$ cat src/design/lks_pkg.sv
// lks_pkg: shared types and constants of the lwe key switch block
// no dependencies; imported by the interfaces and all design modules
package lks_pkg;

    localparam int WORD_W     = 64;
    localparam int OP_W       = 2;
    localparam int ROW_W      = 6;
    localparam int LEVEL_W    = 3;
    localparam int COL_W      = 6;
    localparam int OUT_IDX_W  = 5;
    localparam int IN_DIM_W   = 7;
    localparam int TGT_DIM_W  = 6;
    localparam int CFG_IDX_W  = 1;
    localparam int CFG_DATA_W = 7;

    localparam logic [IN_DIM_W-1:0]  IN_DIM_RST  = 7'd64;
    localparam logic [TGT_DIM_W-1:0] TGT_DIM_RST = 6'd32;

    localparam logic [OP_W-1:0] OP_LOAD  = 2'd0;
    localparam logic [OP_W-1:0] OP_BEGIN = 2'd1;
    localparam logic [OP_W-1:0] OP_COEF  = 2'd2;

    localparam logic [CFG_IDX_W-1:0] CFG_INPUT_DIM  = 1'b0;
    localparam logic [CFG_IDX_W-1:0] CFG_TARGET_DIM = 1'b1;

    // commands from controller to datapath
    typedef struct packed {
        logic key_write;
        logic begin_op;
        logic coef_load;
        logic digit_shift;
        logic clear_we;
        logic issue;
        logic issue_body;
        logic out_load;
        logic out_body;
    } lks_cmd_t;

    // status from datapath to controller
    typedef struct packed {
        logic digit_zero;
        logic load_ok;
        logic out_free;
    } lks_status_t;

endpackage

$ cat src/design/lks_ctrl.sv
// lks_ctrl: sequencer of the lwe key switch block (config registers, counters, fsm)
// depends on lks_pkg; drives lks_datapath through command and status structs
module lks_ctrl import lks_pkg::*; #(
    parameter int IN_DIM    = 64,
    parameter int OUT_DIM   = 32,
    parameter int BASE_BITS = 8,
    parameter int LEVELS    = 8,
    parameter int JW        = $clog2(OUT_DIM + 1),
    parameter int KAW       = $clog2(IN_DIM * LEVELS * (OUT_DIM + 1))
) (
    input  logic                  clk,
    input  logic                  rst_n,
    input  logic                  in_valid,
    output logic                  in_ready,
    input  logic [OP_W-1:0]       in_operation,
    input  logic                  cfg_valid,
    input  logic [CFG_IDX_W-1:0]  cfg_index,
    input  logic [CFG_DATA_W-1:0] cfg_data,
    input  lks_status_t           status,
    output lks_cmd_t              cmd,
    output logic [JW-1:0]         idx,
    output logic [KAW-1:0]        key_addr
);

    localparam int NCOLS     = OUT_DIM + 1;
    localparam int ROW_WORDS = LEVELS * NCOLS;
    localparam int NUM_LEV   = (LEVELS < WORD_W / BASE_BITS) ? LEVELS : WORD_W / BASE_BITS;
    localparam int LVW       = $clog2(NUM_LEV + 1);

    typedef enum logic [6:0] {
        S_IDLE    = 7'b0000001,
        S_CLEAR   = 7'b0000010,
        S_LEVEL   = 7'b0000100,
        S_RUN     = 7'b0001000,
        S_DRAIN   = 7'b0010000,
        S_EMIT_RD = 7'b0100000,
        S_EMIT_LD = 7'b1000000
    } state_t;

    state_t                state_reg, state_next;
    logic [IN_DIM_W-1:0]   in_dim_reg;
    logic [TGT_DIM_W-1:0]  tgt_dim_reg;
    logic [IN_DIM_W-1:0]   count_reg, count_next;
    logic                  active_reg, active_next;
    logic [JW-1:0]         j_reg, j_next;
    logic [LVW-1:0]        lev_reg, lev_next;
    logic [KAW-1:0]        key_base_reg, key_base_next;
    logic                  drain_reg, drain_next;
    logic [IN_DIM_W-1:0]   eff_in;
    logic [JW-1:0]         eff_td;
    logic [IN_DIM_W-1:0]   count_inc;
    logic                  at_body;
    logic                  accept;

    always_comb
    begin
        if (32'(in_dim_reg) > IN_DIM)
            eff_in = IN_DIM_W'(IN_DIM);
        else
            eff_in = in_dim_reg;
        if (32'(tgt_dim_reg) > OUT_DIM)
            eff_td = JW'(OUT_DIM);
        else
            eff_td = JW'(tgt_dim_reg);
    end

    assign count_inc = count_reg + 7'd1;
    assign at_body   = (j_reg == eff_td);
    assign accept    = in_valid && in_ready;
    assign in_ready  = (state_reg == S_IDLE);
    assign idx       = j_reg;
    assign key_addr  = key_base_reg + (at_body ? KAW'(OUT_DIM) : KAW'(j_reg));

    always_ff @(posedge clk or negedge rst_n)
    begin
        if (!rst_n)
        begin
            in_dim_reg  <= IN_DIM_RST;
            tgt_dim_reg <= TGT_DIM_RST;
        end
        else if (cfg_valid)
        begin
            unique case (cfg_index)
                CFG_INPUT_DIM:  in_dim_reg  <= cfg_data;
                CFG_TARGET_DIM: tgt_dim_reg <= cfg_data[TGT_DIM_W-1:0];
                default: ;
            endcase
        end
    end

    always_comb
    begin
        state_next    = state_reg;
        count_next    = count_reg;
        active_next   = active_reg;
        j_next        = j_reg;
        lev_next      = lev_reg;
        key_base_next = key_base_reg;
        drain_next    = drain_reg;
        cmd           = '0;

        unique case (state_reg)
            S_IDLE:
            begin
                if (accept)
                begin
                    unique case (in_operation)
                        OP_LOAD:
                            cmd.key_write = status.load_ok;
                        OP_BEGIN:
                        begin
                            cmd.begin_op = 1'b1;
                            count_next   = '0;
                            active_next  = 1'b1;
                            j_next       = '0;
                            state_next   = S_CLEAR;
                        end
                        OP_COEF:
                        begin
                            if (active_reg)
                            begin
                                if (count_reg < eff_in)
                                begin
                                    cmd.coef_load = 1'b1;
                                    key_base_next = KAW'(32'(count_reg) * ROW_WORDS);
                                    lev_next      = '0;
                                    state_next    = S_LEVEL;
                                end
                                else
                                begin
                                    count_next = count_inc;
                                    if (count_inc >= eff_in)
                                    begin
                                        active_next = 1'b0;
                                        j_next      = '0;
                                        state_next  = S_EMIT_RD;
                                    end
                                end
                            end
                        end
                        default: ;
                    endcase
                end
            end
            S_CLEAR:
            begin
                cmd.clear_we = 1'b1;
                if (j_reg == JW'(OUT_DIM - 1))
                begin
                    j_next = '0;
                    if (eff_in == '0)
                    begin
                        active_next = 1'b0;
                        state_next  = S_EMIT_RD;
                    end
                    else
                        state_next = S_IDLE;
                end
                else
                    j_next = j_reg + 1'b1;
            end
            S_LEVEL:
            begin
                if (lev_reg == LVW'(NUM_LEV))
                begin
                    count_next = count_inc;
                    if (count_inc >= eff_in)
                    begin
                        active_next = 1'b0;
                        j_next      = '0;
                        state_next  = S_EMIT_RD;
                    end
                    else
                        state_next = S_IDLE;
                end
                else if (status.digit_zero)
                begin
                    cmd.digit_shift = 1'b1;
                    lev_next        = lev_reg + 1'b1;
                    key_base_next   = key_base_reg + KAW'(NCOLS);
                end
                else
                begin
                    j_next     = '0;
                    state_next = S_RUN;
                end
            end
            S_RUN:
            begin
                cmd.issue      = 1'b1;
                cmd.issue_body = at_body;
                if (at_body)
                begin
                    drain_next = 1'b0;
                    state_next = S_DRAIN;
                end
                else
                    j_next = j_reg + 1'b1;
            end
            S_DRAIN:
            begin
                // wait for the last write-back before the next level reads again
                if (drain_reg)
                begin
                    cmd.digit_shift = 1'b1;
                    lev_next        = lev_reg + 1'b1;
                    key_base_next   = key_base_reg + KAW'(NCOLS);
                    state_next      = S_LEVEL;
                end
                else
                    drain_next = 1'b1;
            end
            S_EMIT_RD:
                state_next = S_EMIT_LD;
            S_EMIT_LD:
            begin
                if (status.out_free)
                begin
                    cmd.out_load = 1'b1;
                    cmd.out_body = at_body;
                    if (at_body)
                        state_next = S_IDLE;
                    else
                    begin
                        j_next     = j_reg + 1'b1;
                        state_next = S_EMIT_RD;
                    end
                end
            end
            default:
                state_next = S_IDLE;
        endcase
    end

    always_ff @(posedge clk or negedge rst_n)
    begin
        if (!rst_n)
        begin
            state_reg    <= S_IDLE;
            count_reg    <= '0;
            active_reg   <= 1'b0;
            j_reg        <= '0;
            lev_reg      <= '0;
            key_base_reg <= '0;
            drain_reg    <= 1'b0;
        end
        else
        begin
            state_reg    <= state_next;
            count_reg    <= count_next;
            active_reg   <= active_next;
            j_reg        <= j_next;
            lev_reg      <= lev_next;
            key_base_reg <= key_base_next;
            drain_reg    <= drain_next;
        end
    end

endmodule

$ cat config.mk
export PLATFORM = sky130hd
export DESIGN_NAME = lks_ctrl
export DESIGN_NICKNAME = d
export VERILOG_FILES = /design/src/design/lks_pkg.sv /design/src/design/lks_ctrl.sv
export SDC_FILE = /design/constraint.sdc
export NUM_CORES = 1
export LEC_CHECK = 0
export BUFFER_PORTS_ARGS = -buffer_cell sky130_fd_sc_hd__buf_2
export CAP_MARGIN = 20
export CORE_MARGIN = 1
export CORE_UTILIZATION = 30
export DETAILED_ROUTE_END_ITERATION = 8
export PLACE_DENSITY = 0.54
export SYNTH_ARGS = -nofsm -noshare
export SYNTH_HDL_FRONTEND = slang
export SYNTH_SLANG_ARGS = --single-unit
$ cat constraint.sdc
create_clock -name clk -period 8.2 [get_ports clk]
set_clock_uncertainty 0.1 [all_clocks]
set_input_delay 0.41 -clock clk [delete_from_list [all_inputs] [get_ports clk]]
set_output_delay 0.41 -clock clk [all_outputs]
set_load 0.02 [all_outputs]
=== After elaboration in Yosys (flattened, before gate mapping) ===
Cells that the tools add are included.

* $add $sub $neg: 5
* Reduce and logical (&&, ||, !) cells: 16
* Bitwise gates (word level): 1
* Multiply operators: 1
* Mux-type cells: 78
* Order comparisons: 4
* Eq/ne operators: 30

{| class="wikitable"
|+ Operators by type and width
! cell !! number
|-
| $mux 15 || 7
|-
| $mux 7 || 15
|-
| $mux 6 || 14
|-
| $pmux 7 s7 || 1
|-
| $pmux 15 s3 || 1
|-
| $pmux 7 s2 || 3
|-
| $pmux 6 s5 || 1
|-
| $mux 4 || 7
|-
| $mux 1 || 18
|-
| $ne 2x2->1 const B || 9
|-
| $add 15x6->15 || 1
|-
| $add 15x6->15 const B || 1
|-
| $reduce_and 7->1 || 2
|-
| $mul 7x6->12 const B || 1
|-
| $pmux 4 s3 || 1
|-
| $pmux 6 s2 || 1
|-
| $ne 3x3->1 const B || 3
|-
| $reduce_and 9->1 || 1
|-
| $ne 2x1->1 const B || 4
|-
| $reduce_and 8->1 || 1
|-
| $add 7x1->7 const B || 1
|-
| $eq 7x1->1 const B || 1
|-
| $eq 7x2->1 const B || 1
|-
| $eq 7x3->1 const B || 1
|-
| other kinds (30) || 39
|}

* Flip-flop bits (word level): 54
* Word-level logic and storage cells: 144

=== Longest topological paths before layout ===
Gate-level depths: netlist of run 1.

* Depth after elaboration: 9
* Gate-level depth with buffers: 13
* Depth with buffers taken out: 12

=== Worst setup path after synthesis of run 1 ===
OpenSTA, ideal clock, no wires.

* Path type: flip-flop to output port
* Start point: reg j_reg[3], in the netlist idx[3]
* End point: out key_addr[14]
* Buffers on the path: 1
* Arrival time: 3537 ps
* Setup slack: 4153 ps
* Stages on the path, launching flop included: 14
* Path through: dfrtp_1 -> clkbuf_1 -> xnor2_1 -> nand4_1 -> nor4_1 -> nor2b_1 -> ha_1 -> fa_1 -> a21o_1 -> a21oi_1 -> o21ai_0 -> a21oi_1 -> nor3_1 -> xnor2_1

* Longest elaborated chain between the ends: 3

{| class="wikitable"
|+ RTL lines
! element !! line !! RTL
|-
| from (decl) || lks_ctrl.sv:45 || <nowiki>logic [JW-1:0] j_reg, j_next;</nowiki>
|-
| from (signal assigned) || lks_ctrl.sv:252 || <nowiki>j_reg <= j_next;</nowiki>
|-
| $eq 6x6->1 || lks_ctrl.sv:68 || <nowiki>assign at_body = (j_reg == eff_td);</nowiki>
|-
| $mux 6 * || lks_ctrl.sv:72 || <nowiki>assign key_addr = key_base_reg + (at_body ? KAW'(OUT_DIM) : KAW'(j_reg));</nowiki>
|-
| $add 15x6->15 * || lks_ctrl.sv:72 ||
|-
| to (decl) || lks_ctrl.sv:22 || <nowiki>output logic [KAW-1:0] key_addr</nowiki>
|}

Every way passes the cells marked *; elsewhere a longest branch is shown, timed or not.

=== Worst setup path after layout of run 1 ===
* Start point: reg j_reg[0], in the netlist idx[0]
* End point: out key_addr[14]

The elaborated chain is that of the path after synthesis.

==> results of run 1 <==
[power by group]
part           internal (mW)  switching (mW)  total [mW]
logic                  0.256           0.379       0.635
clock network          0.122           0.105       0.226
registers              0.338           0.113       0.450
[routing by layer]
metal  vias up  GRT usage (%)  wire (µm)
met5         -              0          0
met4         0          4.707        166
met3         7          2.949        325
met2        56          27.98       5777
met1      1851          22.33       5692
li1       1849              -          -
[kinds of logic after synthesis]
| logic type | synth area share (%) |
|---|---|
| AO/OA/AOI/OAI | 20.68 |
| XOR/XNOR | 5.718 |
| adder cells (fa/ha/maj) | 9.977 |
| buffers and inverters | 4.988 |
| flip-flops | 31.59 |
| multiplexers | 4.434 |
| AND/OR/NAND/NOR | 22.61 |
[final cells by class]
cell class | count | share of cell area (%)
multi-input combinational | 384 | 56.34
sequential | 54 | 28.06
timing repair buffer | 51 | 5.494
tap | 180 | 4.664
clock buffer | 7 | 2.954
inverter | 26 | 2.384
clock inverter | 1 | 0.1037
[per-stage QoR]
step	utilization (%)	instance area (µm²)	power [mW]
finish	34.65	4828	1.312
detailed placement	33.54	4673	1.088
global placement	33.54	4673	1.077
global route	34.65	4828	1.413
CTS	34.60	4821	1.323
floorplan	-	4289	0.9050
[synthesized netlist by cell type, types with 4 or more instances]
library cell / n / area (µm²)
o21ai_0: 25 / 125.1
nand3b_1: 4 / 30.03
mux2_2: 16 / 180.2
dfrtp_1: 51 / 1276
a21o_1: 8 / 60.06
nor3_1: 10 / 50.05
clkbuf_1: 12 / 45.04
nand2_1: 40 / 150.1
nor2b_1: 7 / 43.79
buf_2: 4 / 20.02
nand4_1: 10 / 62.56
ha_1: 31 / 387.9
xnor2_1: 15 / 131.4
a21oi_1: 39 / 195.2
and2_1: 5 / 31.28
o31ai_1: 4 / 30.03
nand2b_1: 6 / 37.54
xor2_1: 13 / 113.9
nor2_1: 38 / 142.6
and3_1: 7 / 43.79
a31oi_1: 5 / 31.28
inv_1: 23 / 86.33
nand3_1: 20 / 100.1
[worst max-delay path by stage]
stage	endpoint	slack (ps)	depth (start not counted)
after floorplan	key_addr[14]	4150	13
after global placement	key_addr[14]	4250	14
after detailed placement	key_addr[14]	4220	14
after CTS	key_addr[14]	3870	14
after global routing	key_addr[14]	3640	14
final	key_addr[14]	3880	14
[worst register-to-register path: cells and delay by family (launching register included)]
| family | cells | cell delay, ps |
|---|---|---|
| simple gates | 3 | 480 |
| flops | 1 | 510 |
| compound gates | 5 | 1660 |
| xor+xnor | 1 | 240 |
| fa+ha+maj | 2 | 570 |
[placed cells by master (no fill, tap or decap), types with 7 or more instances in the layout]
cell type   n
nand4_1    10
ha_1       31
xnor2_1    15
buf_2      47
xor2_1     13
and3_1      7
nor2_1     38
nor3_1     10
nand3_1    20
dfrtp_1    51
mux2_2     16
nand2_1    40
o21ai_0    25
inv_1      23
a21o_1      8
nor2b_1     7
a21oi_1    39
==> impl_metrics.env, run 1 <==
export IMPL_report_final_hold_viol_count=0
export IMPL_holdBufCountCts=0
export IMPL_cts_clk_slew_worst_paths_ps=70
export IMPL_worstPathRequired_ps=7690
export IMPL_worstRegToRegCells=11
export IMPL_clkSinkCount=54
export IMPL_crit_arrival_ps=3810
export IMPL_vias_per_cell=5.353
export IMPL_drt_iter0_markers=229
export IMPL_finalSetupViolations=0
export IMPL_clock_latency_ps=310
export IMPL_maxCapViolCount=0
export IMPL_synth_nets=534
export IMPL_num_fill_cells=1453
export IMPL_die_area_um2=14780
export IMPL_cts_resized=0
export IMPL_fp_row_count=43
export IMPL_final_cells=703
export IMPL_worstSetupEndpointType="output port"
export IMPL_ant_nets=0
export IMPL_place_ws_ps=4221
export IMPL_cp_start_kind="flop"
export IMPL_grt_pass1_vias=3580
export IMPL_setup_tns_ps=0
export IMPL_rr_endpoint="idx[4]$_DFFE_PN0P_"
export IMPL_leakage_nw=2.188
export IMPL_timing_fmax_mhz=231.3
export IMPL_crit_buf_inv=2
export IMPL_dp_cells=694
export IMPL_status="complete, no violations"
export IMPL_wl_um=11960
export IMPL_vias=3763
export IMPL_pin_count=48
export IMPL_synth_area_per_cell_um2=8.862
export IMPL_r2r_start="count_reg[1]$_DFFE_PN0P_"
export IMPL_antenna_found_initial=0
export IMPL_fin_ws_ps=3877
export IMPL_syn_inst=484
export IMPL_slowest_delay_ps=490
export IMPL_vdd_drop_max_v=0.0001139
export IMPL_die_h_um=121.6
export IMPL_drc=0
export IMPL_die_w_um=121.6
export IMPL_multi_input_area_um2=2720
export IMPL_synth_cell_types=79
export IMPL_cts_tree="done"
export IMPL_ys_seq_area_share_pct=31.59
export IMPL_grt_max_degree=55
export IMPL_grt_overflow_total=0
export IMPL_synth_async_reset_ratio_pct=100.0
export IMPL_postCtsSetupBuffers=0
export IMPL_cp_top_family="compound AO/OA/AOI/OAI gates"
export IMPL_h_tree_depth=2
export IMPL_slew_viol_final=0
export IMPL_cts_buffer_depth=2
export IMPL_seqCellArea_um2=1355
export IMPL_port_buffer_count=47
export IMPL_core_um2=13930
export IMPL_wl_per_cell_um=17.01
export IMPL_max_slew_margin_pct=35.50
export IMPL_first_pass_iters=4
export IMPL_initial_utilization_pct=30.78
export IMPL_root_buffer="clkbuf_16"
export IMPL_layout_min_cycle_time_ps=4323
export IMPL_worstSetupPathType="reg2out"
export IMPL_slowest_stage="dfrtp_1"
export IMPL_rsz0062_at_grt="no"
export IMPL_power_density_nw_per_um2=271.7
export IMPL_r2r_setup_slack_ps=4550
export IMPL_startpoint="idx[0]$_DFFE_PN0P_"
export IMPL_timing_hold_ws_ps=139.5
export IMPL_ys_flop_type="dfrtp_1"
export IMPL_post_route_period_util_pct=52.72
export IMPL_largest_register_ffs=15
export IMPL_fin_nets=572
export IMPL_drive_above_1_share_pct=20.08
export IMPL_dp_hpwl_um=9196
export IMPL_numCtsBuffers=5
export IMPL_yosysWarnings=0
export IMPL_crit_path_max_fanout=8
export IMPL_hold_path_class="in2async"
export IMPL_area_delta_synth_final_pct=12.57
export IMPL_grt_pass1_wl_um=19010
export IMPL_ys_seq_elements=54
export IMPL_path_cells="xnor2_1, nand4_1, nor4_1, buf_4, nor2b_1, ha_1, fa_1, a21o_1, a21oi_1, o21ai_0, a21oi_1, nor3_1, xnor2_1, buf_2"
export IMPL_tightestPinTransition_ps=964.0
export IMPL_antennaDiodeCount=0
export IMPL_track_usage_pct=16.83
export IMPL_synth_edff_count=0
export IMPL_netlist_area_um2=4289
export IMPL_place_gp_congestion=0.8571
Power figures use the tool's default switching activity.
==> run 2: changes to the inputs <==
--- a/config.mk
+++ b/config.mk
@@ -10,7 +10,7 @@
 export CORE_MARGIN = 1
 export CORE_UTILIZATION = 30
 export DETAILED_ROUTE_END_ITERATION = 8
-export PLACE_DENSITY = 0.54
+export PLACE_DENSITY = 0.56
 export SYNTH_ARGS = -nofsm -noshare
 export SYNTH_HDL_FRONTEND = slang
 export SYNTH_SLANG_ARGS = --single-unit
==> constraint.sdc (replaced) <==
create_clock -name clk -period 3.5 [get_ports clk]
set_clock_uncertainty 0.1 [all_clocks]
set_input_delay 0.175 -clock clk [delete_from_list [all_inputs] [get_ports clk]]
set_output_delay 0.175 -clock clk [all_outputs]
set_load 0.02 [all_outputs]
==> run 2 against run 1 <==
  * Largest power group unchanged
  * Final cell count up 2.0%
  * Sequential share of layout area decreased by 1.0 points
  * Critical path depth unchanged
  * Highest routed layer unchanged
  * Hold slack got worse by 130 ps
  * Register-to-register slack worse by 4300 ps
  * Die area stayed put
  * Sequential power is 130% higher
  * Combinational power grew to 2.5 times the previous value
  * Critical path type unchanged
  * Count of clock-buffer cells in the layout fell by 1
  * Global-route usage is 0.27 points higher
==> impl_metrics.env, run 2 (synthesis gave the netlist of run 1 again) <==
export IMPL_status="complete, no violations"
export IMPL_grt_pass1_wl_um=19740
export IMPL_clkSinkCount=54
export IMPL_antennaDiodeCount=0
export IMPL_final_cells=717
export IMPL_cts_tree="done"
export IMPL_rsz0062_at_grt="yes"
export IMPL_finalSetupViolations=0
export IMPL_max_slew_margin_pct=42.22
export IMPL_die_h_um=121.6
export IMPL_wl_met2_um=5671
export IMPL_worstSetupPathType="reg2out"
export IMPL_layout_min_cycle_time_ps=3422
export IMPL_root_buffer="clkbuf_16"
export IMPL_die_w_um=121.6
export IMPL_finalPower_mw=3.124
export IMPL_crit_arrival_ps=3150
export IMPL_grt_pass1_vias=3789
export IMPL_drive_above_1_share_pct=23.84
export IMPL_power_density_nw_per_um2=623.7
export IMPL_area_delta_synth_final_pct=16.80
export IMPL_ant_nets=0
export IMPL_leakage_nw=2.268
export IMPL_worstSetupEndpointType="output port"
export IMPL_vias_per_cell=5.386
export IMPL_cts_buffer_depth=2
export IMPL_timing_hold_ws_ps=11.61
export IMPL_design_area_um2=5010
export IMPL_grt_overflow_total=0
export IMPL_h_tree_depth=2
export IMPL_largest_register_ffs=15
export IMPL_slew_viol_final=0
export IMPL_final_util_pct=35.95
export IMPL_track_usage_pct=17.10
export IMPL_initial_utilization_pct=30.78
export IMPL_cts_clk_slew_worst_paths_ps=70
export IMPL_clock_latency_ps=300
export IMPL_hold_path_class="in2reg"
export IMPL_post_route_period_util_pct=97.77
export IMPL_antenna_found_initial=0
export IMPL_port_buffer_count=47
export IMPL_placed_area_um2=4782
export IMPL_pin_count=48
export IMPL_tightestPinTransition_ps=861.5
export IMPL_numCtsBuffers=5
export IMPL_core_um2=13930
export IMPL_drt_met1_wl_um=5661
export IMPL_fin_ws_ps=78.01
export IMPL_place_ws_ps=77.99
export IMPL_wl_per_cell_um=16.91
export IMPL_dp_hpwl_um=9401
export IMPL_slowest_stage="dfrtp_1"
export IMPL_crit_buf_inv=2
export IMPL_routed_top_layer="met4"
export IMPL_dp_cells=705
export IMPL_worstPathRequired_ps=3220
export IMPL_slowest_delay_ps=400
export IMPL_fin_nets=587
export IMPL_place_gp_congestion=0.9000
export IMPL_cp_start_kind="flop"
export IMPL_first_pass_iters=4
export IMPL_cp_top_family="simple AND/OR/NAND/NOR gates"
export IMPL_drt_iter0_markers=295
export IMPL_maxCapViolCount=0
export IMPL_die_area_um2=14780
export IMPL_report_final_hold_viol_count=0
export IMPL_path_cells="xnor2_1, nand4_1, nor4_4, nor2b_1, ha_2, fa_2, a21o_1, a21oi_2, o21ai_2, a21oi_2, buf_6, nor3_1, xor2_1, buf_4"
export IMPL_drc=0
export IMPL_timing_fmax_mhz=292.2
export IMPL_setup_tns_ps=0
export IMPL_vdd_drop_max_v=0.0002541
export IMPL_fp_row_count=43
export IMPL_wl_um=12130
export IMPL_crit_path_max_fanout=5
export IMPL_cp_common_cell="a21oi_2"
export IMPL_vias=3862
export IMPL_wl_met3_um=604
export IMPL_final_cell_mix="dfrtp_1, buf_2, nand2_1"
export IMPL_grt_max_degree=40
export IMPL_mostFrequentLayoutCell="dfrtp_1"
## run 2: cell count changes in the layout (fill, tap and decap cells not counted), sizes merged
cell	delta
buf	+14
clkinvlp	+1
clkinv	-1
clkbuf	-1
dlygate4sd3	+1
## run 2: where the power goes
group	internal, mW	switching [mW]	total (mW)
registers	0.791	0.237	1.03
clock network	0.263	0.240	0.503
logic	0.650	0.943	1.59
total	1.70	1.42	3.12
## run 2: worst register-to-register path, delay by kind of cell (launching register included)
kind / cells / cell delay [ps]
compound gates: 4 / 850
fa+ha+maj: 2 / 550
simple gates: 3 / 460
flops: 1 / 440
mux: 1 / 270
xor+xnor: 1 / 260
buf+inv: 1 / 190
## run 2: layout make-up
type                    instances  area (µm²)
clock buffers                   6       128.9
flip-flops and latches         54        1355
multi-input cells             384        2771
repair buffers                 66       406.6
fillers                      1407        8925
clock inverters                 1       7.507
well taps                     180       225.2
inverters                      26       115.1
## run 2: routing by layer
metal  up-vias  global-route usage, %
met1      1876                  23.37
met4         0                  4.707
met3        17                  3.043
met2        90                  27.63
li1       1879                      -
met5         -                      0
## run 2: what timing repair did
item	in CTS	in global routing
gates resized for setup	6	8
setup buffers	3	0
hold buffers	1	0
pin swaps	4	7
endpoints found under the setup margin	9	9
endpoints found under the hold margin	36	0
## run 2: final timing paths
check	depth (start not counted)	from	to	slack (ps)
hold reg to reg	1	lev_reg[0]$_DFFE_PN0P_	lev_reg[0]$_DFFE_PN0P_	430
setup reg to reg	12	count_reg[0]$_DFFE_PN0P_	idx[5]$_DFFE_PN0P_	300
hold / removal	3	cfg_data[6]	in_dim_reg[6]$_DFFE_PN1P_	10
max in group asynchronous	3	rst_n	in_dim_reg[6]$_DFFE_PN1P_	2650
setup / recovery	14	idx[4]$_DFFE_PN0P_	key_addr[12]	80
min in group asynchronous	2	rst_n	key_base_reg[11]$_DFFE_PN0P_	120
==> run 3: changes to the inputs <==
--- a/config.mk
+++ b/config.mk
@@ -5,7 +5,7 @@
 export SDC_FILE = /design/constraint.sdc
 export NUM_CORES = 1
 export LEC_CHECK = 0
-export BUFFER_PORTS_ARGS = -buffer_cell sky130_fd_sc_hd__buf_2
+export BUFFER_PORTS_ARGS = -buffer_cell sky130_fd_sc_hd__buf_4
 export CAP_MARGIN = 20
 export CORE_MARGIN = 1
 export CORE_UTILIZATION = 30
==> run 3 against run 2 <==
  * Global-route usage about the same
  * Clock power grew 4.6%
  * Die area unchanged
  * Power up 2.4%
  * Combinational power rose by 4%
  * Register-to-register slack about the same
  * Cell area rose by 2.8%
  * Sequential share of layout area shrank 0.74 points
  * Count of clock-buffer cells in the layout grew 1
  * First-iteration DRC count is 21% lower
  * Setup slack better by 56 ps
  * Critical path type unchanged
  * Critical endpoint is now key_addr[14]
  * Largest power group unchanged
==> impl_metrics.env, run 3 (synthesis gave the netlist of run 1 again) <==
export IMPL_switching_power_mw=1.425
export IMPL_drt_iter0_markers=232
export IMPL_root_buffer="clkbuf_16"
export IMPL_tightestPinTransition_ps=815.4
export IMPL_first_pass_iters=4
export IMPL_placed_area_um2=4892
export IMPL_report_final_hold_viol_count=0
export IMPL_pin_count=48
export IMPL_r2r_start="count_reg[0]$_DFFE_PN0P_"
export IMPL_wl_per_cell_um=17.18
export IMPL_num_fill_cells=1430
export IMPL_p_seq_share_pct=32.1
export IMPL_max_slew_margin_pct=45.43
export IMPL_holdPathStages=3
export IMPL_dp_hpwl_um=9394
export IMPL_r2r_setup_slack_ps=310
export IMPL_antennaDiodeCount=0
export IMPL_grt_overflow_total=0
export IMPL_crit_arrival_ps=3090
export IMPL_ant_nets=0
export IMPL_die_area_um2=14780
export IMPL_worstSetupPathType="reg2out"
export IMPL_area_delta_synth_final_pct=20.07
export IMPL_grt_max_degree=55
export IMPL_port_buffer_count=47
export IMPL_rsz0062_at_grt="yes"
export IMPL_fp_row_count=43
export IMPL_vias=3864
export IMPL_clkSinkCount=54
export IMPL_antenna_found_initial=0
export IMPL_numCtsBuffers=5
export IMPL_final_cell_mix="buf_4, dfrtp_1, nand2_1"
export IMPL_clock_power_share_pct=16.4
export IMPL_cp_start_kind="flop"
export IMPL_maxCapViolCount=0
export IMPL_p_int_mw=1.776
export IMPL_place_ws_ps=94.58
export IMPL_timing_fmax_mhz=297.1
export IMPL_rr_endpoint="idx[5]$_DFFE_PN0P_"
export IMPL_fin_nets=589
export IMPL_p_sw_share_pct=44.52
export IMPL_wl_um=12370
export IMPL_track_usage_pct=17.15
export IMPL_initial_utilization_pct=30.78
export IMPL_hp_start="cfg_data[6]"
export IMPL_drive_above_1_share_pct=24.81
export IMPL_crit_path_max_fanout=5
export IMPL_worstSetupEndpointType="output port"
export IMPL_setup_tns_ps=0
export IMPL_post_route_period_util_pct=96.17
export IMPL_hold_end="in_dim_reg[6]$_DFFE_PN1P_"
export IMPL_hold_path_class="in2reg"
export IMPL_slew_viol_final=0
export IMPL_grt_pass1_vias=3841
export IMPL_core_um2=13930
export IMPL_h_tree_depth=2
export IMPL_dp_cells=704
export IMPL_leakage_nw=2.311
export IMPL_worstRegToRegCells=12
export IMPL_power_density_nw_per_um2=621.4
export IMPL_largest_register_ffs=15
export IMPL_finalPower_mw=3.200
export IMPL_vias_per_cell=5.367
export IMPL_mostFrequentLayoutCell="buf_4"
export IMPL_cts_buffer_depth=2
export IMPL_die_h_um=121.6
export IMPL_final_cells=720
export IMPL_finalSetupViolations=0
export IMPL_worstPathRequired_ps=3220
export IMPL_combinationalPowerShare_pct=51.5
export IMPL_fin_ws_ps=133.9
export IMPL_cts_tree="done"
export IMPL_design_area_um2=5150
export IMPL_die_w_um=121.6
export IMPL_grt_pass1_wl_um=19780
export IMPL_place_gp_congestion=0.8586
export IMPL_clock_latency_ps=300
export IMPL_cts_clk_slew_worst_paths_ps=80
export IMPL_drc=0
export IMPL_status="complete, no violations"
export IMPL_vdd_drop_max_v=0.0002485
export IMPL_layout_min_cycle_time_ps=3366
run 3: worst max-delay path, cell delays in order (launching register included):
cell	delay [ps]
dfrtp_1	390
xnor2_1	160
nand4_1	190
nor4_4	310
nor2b_1	100
ha_2	200
fa_2	340
a21o_1	200
a21oi_2	170
o21ai_2	80
a21oi_2	130
buf_6	150
nor3_2	70
xnor2_2	140
buf_4	160
run 3: layout make-up:
class,instances,area [µm²],area share [%]
clock buffer,7,142.6,2.770
clock inverter,1,5.005,0.09718
inverter,26,115.1,2.235
multi-input combinational,384,2786,54.11
sequential,54,1355,26.31
tap,180,225.2,4.373
timing repair buffer,68,520.5,10.11
run 3: power by group through the flow:
stage          Clock, mW  Sequential (mW)  Combinational (mW)
4_1_cts            0.539             1.02                1.64
3_3_place_gp           0             1.03                1.60
6_report           0.526             1.03                1.65
3_5_place_dp           0             1.03                1.63
2_1_floorplan          0            0.966                1.17
5_1_grt            0.562             1.06                1.81
run 3: worst max-delay path by stage:
stage,start,to,slack (ps),cells after the start
2_1_floorplan,idx[3]$_DFFE_PN0P_,key_addr[12],40,13
3_3_place_gp,idx[0]$_DFFE_PN0P_,key_addr[14],150,13
3_5_place_dp,idx[3]$_DFFE_PN0P_,key_addr[14],90,13
4_1_cts,idx[4]$_DFFE_PN0P_,key_addr[12],2,14
5_1_grt,tgt_dim_reg[3]$_DFFE_PN0P_,key_addr[10],-40,14
6_report,tgt_dim_reg[3]$_DFFE_PN0P_,key_addr[14],130,14
run 3: per-layer routing:
layer	GRT usage (%)	up-vias	share of wire, %
li1	-	1876	-
met1	23.30	1885	47
met2	27.70	87	48
met3	1.919	16	3.6
met4	6.944	0	1.9
met5	0	-	0
run 3: timing repair:
action / in CTS / in global routing
pin swaps: 3 / 5
endpoints found under the hold margin: 51 / 0
setup endpoints to repair: 8 / 9
setup buffers: 3 / 4
hold buffers: 1 / 0
gates resized for setup: 5 / 9
run 3: per-stage QoR:
step	hold WS, ps	util, %
floorplan	-220.6	-
global placement	180.6	35.11
detailed placement	191.3	35.11
CTS	7.641	36.48
global route	5.743	36.96
finish	2.522	36.96
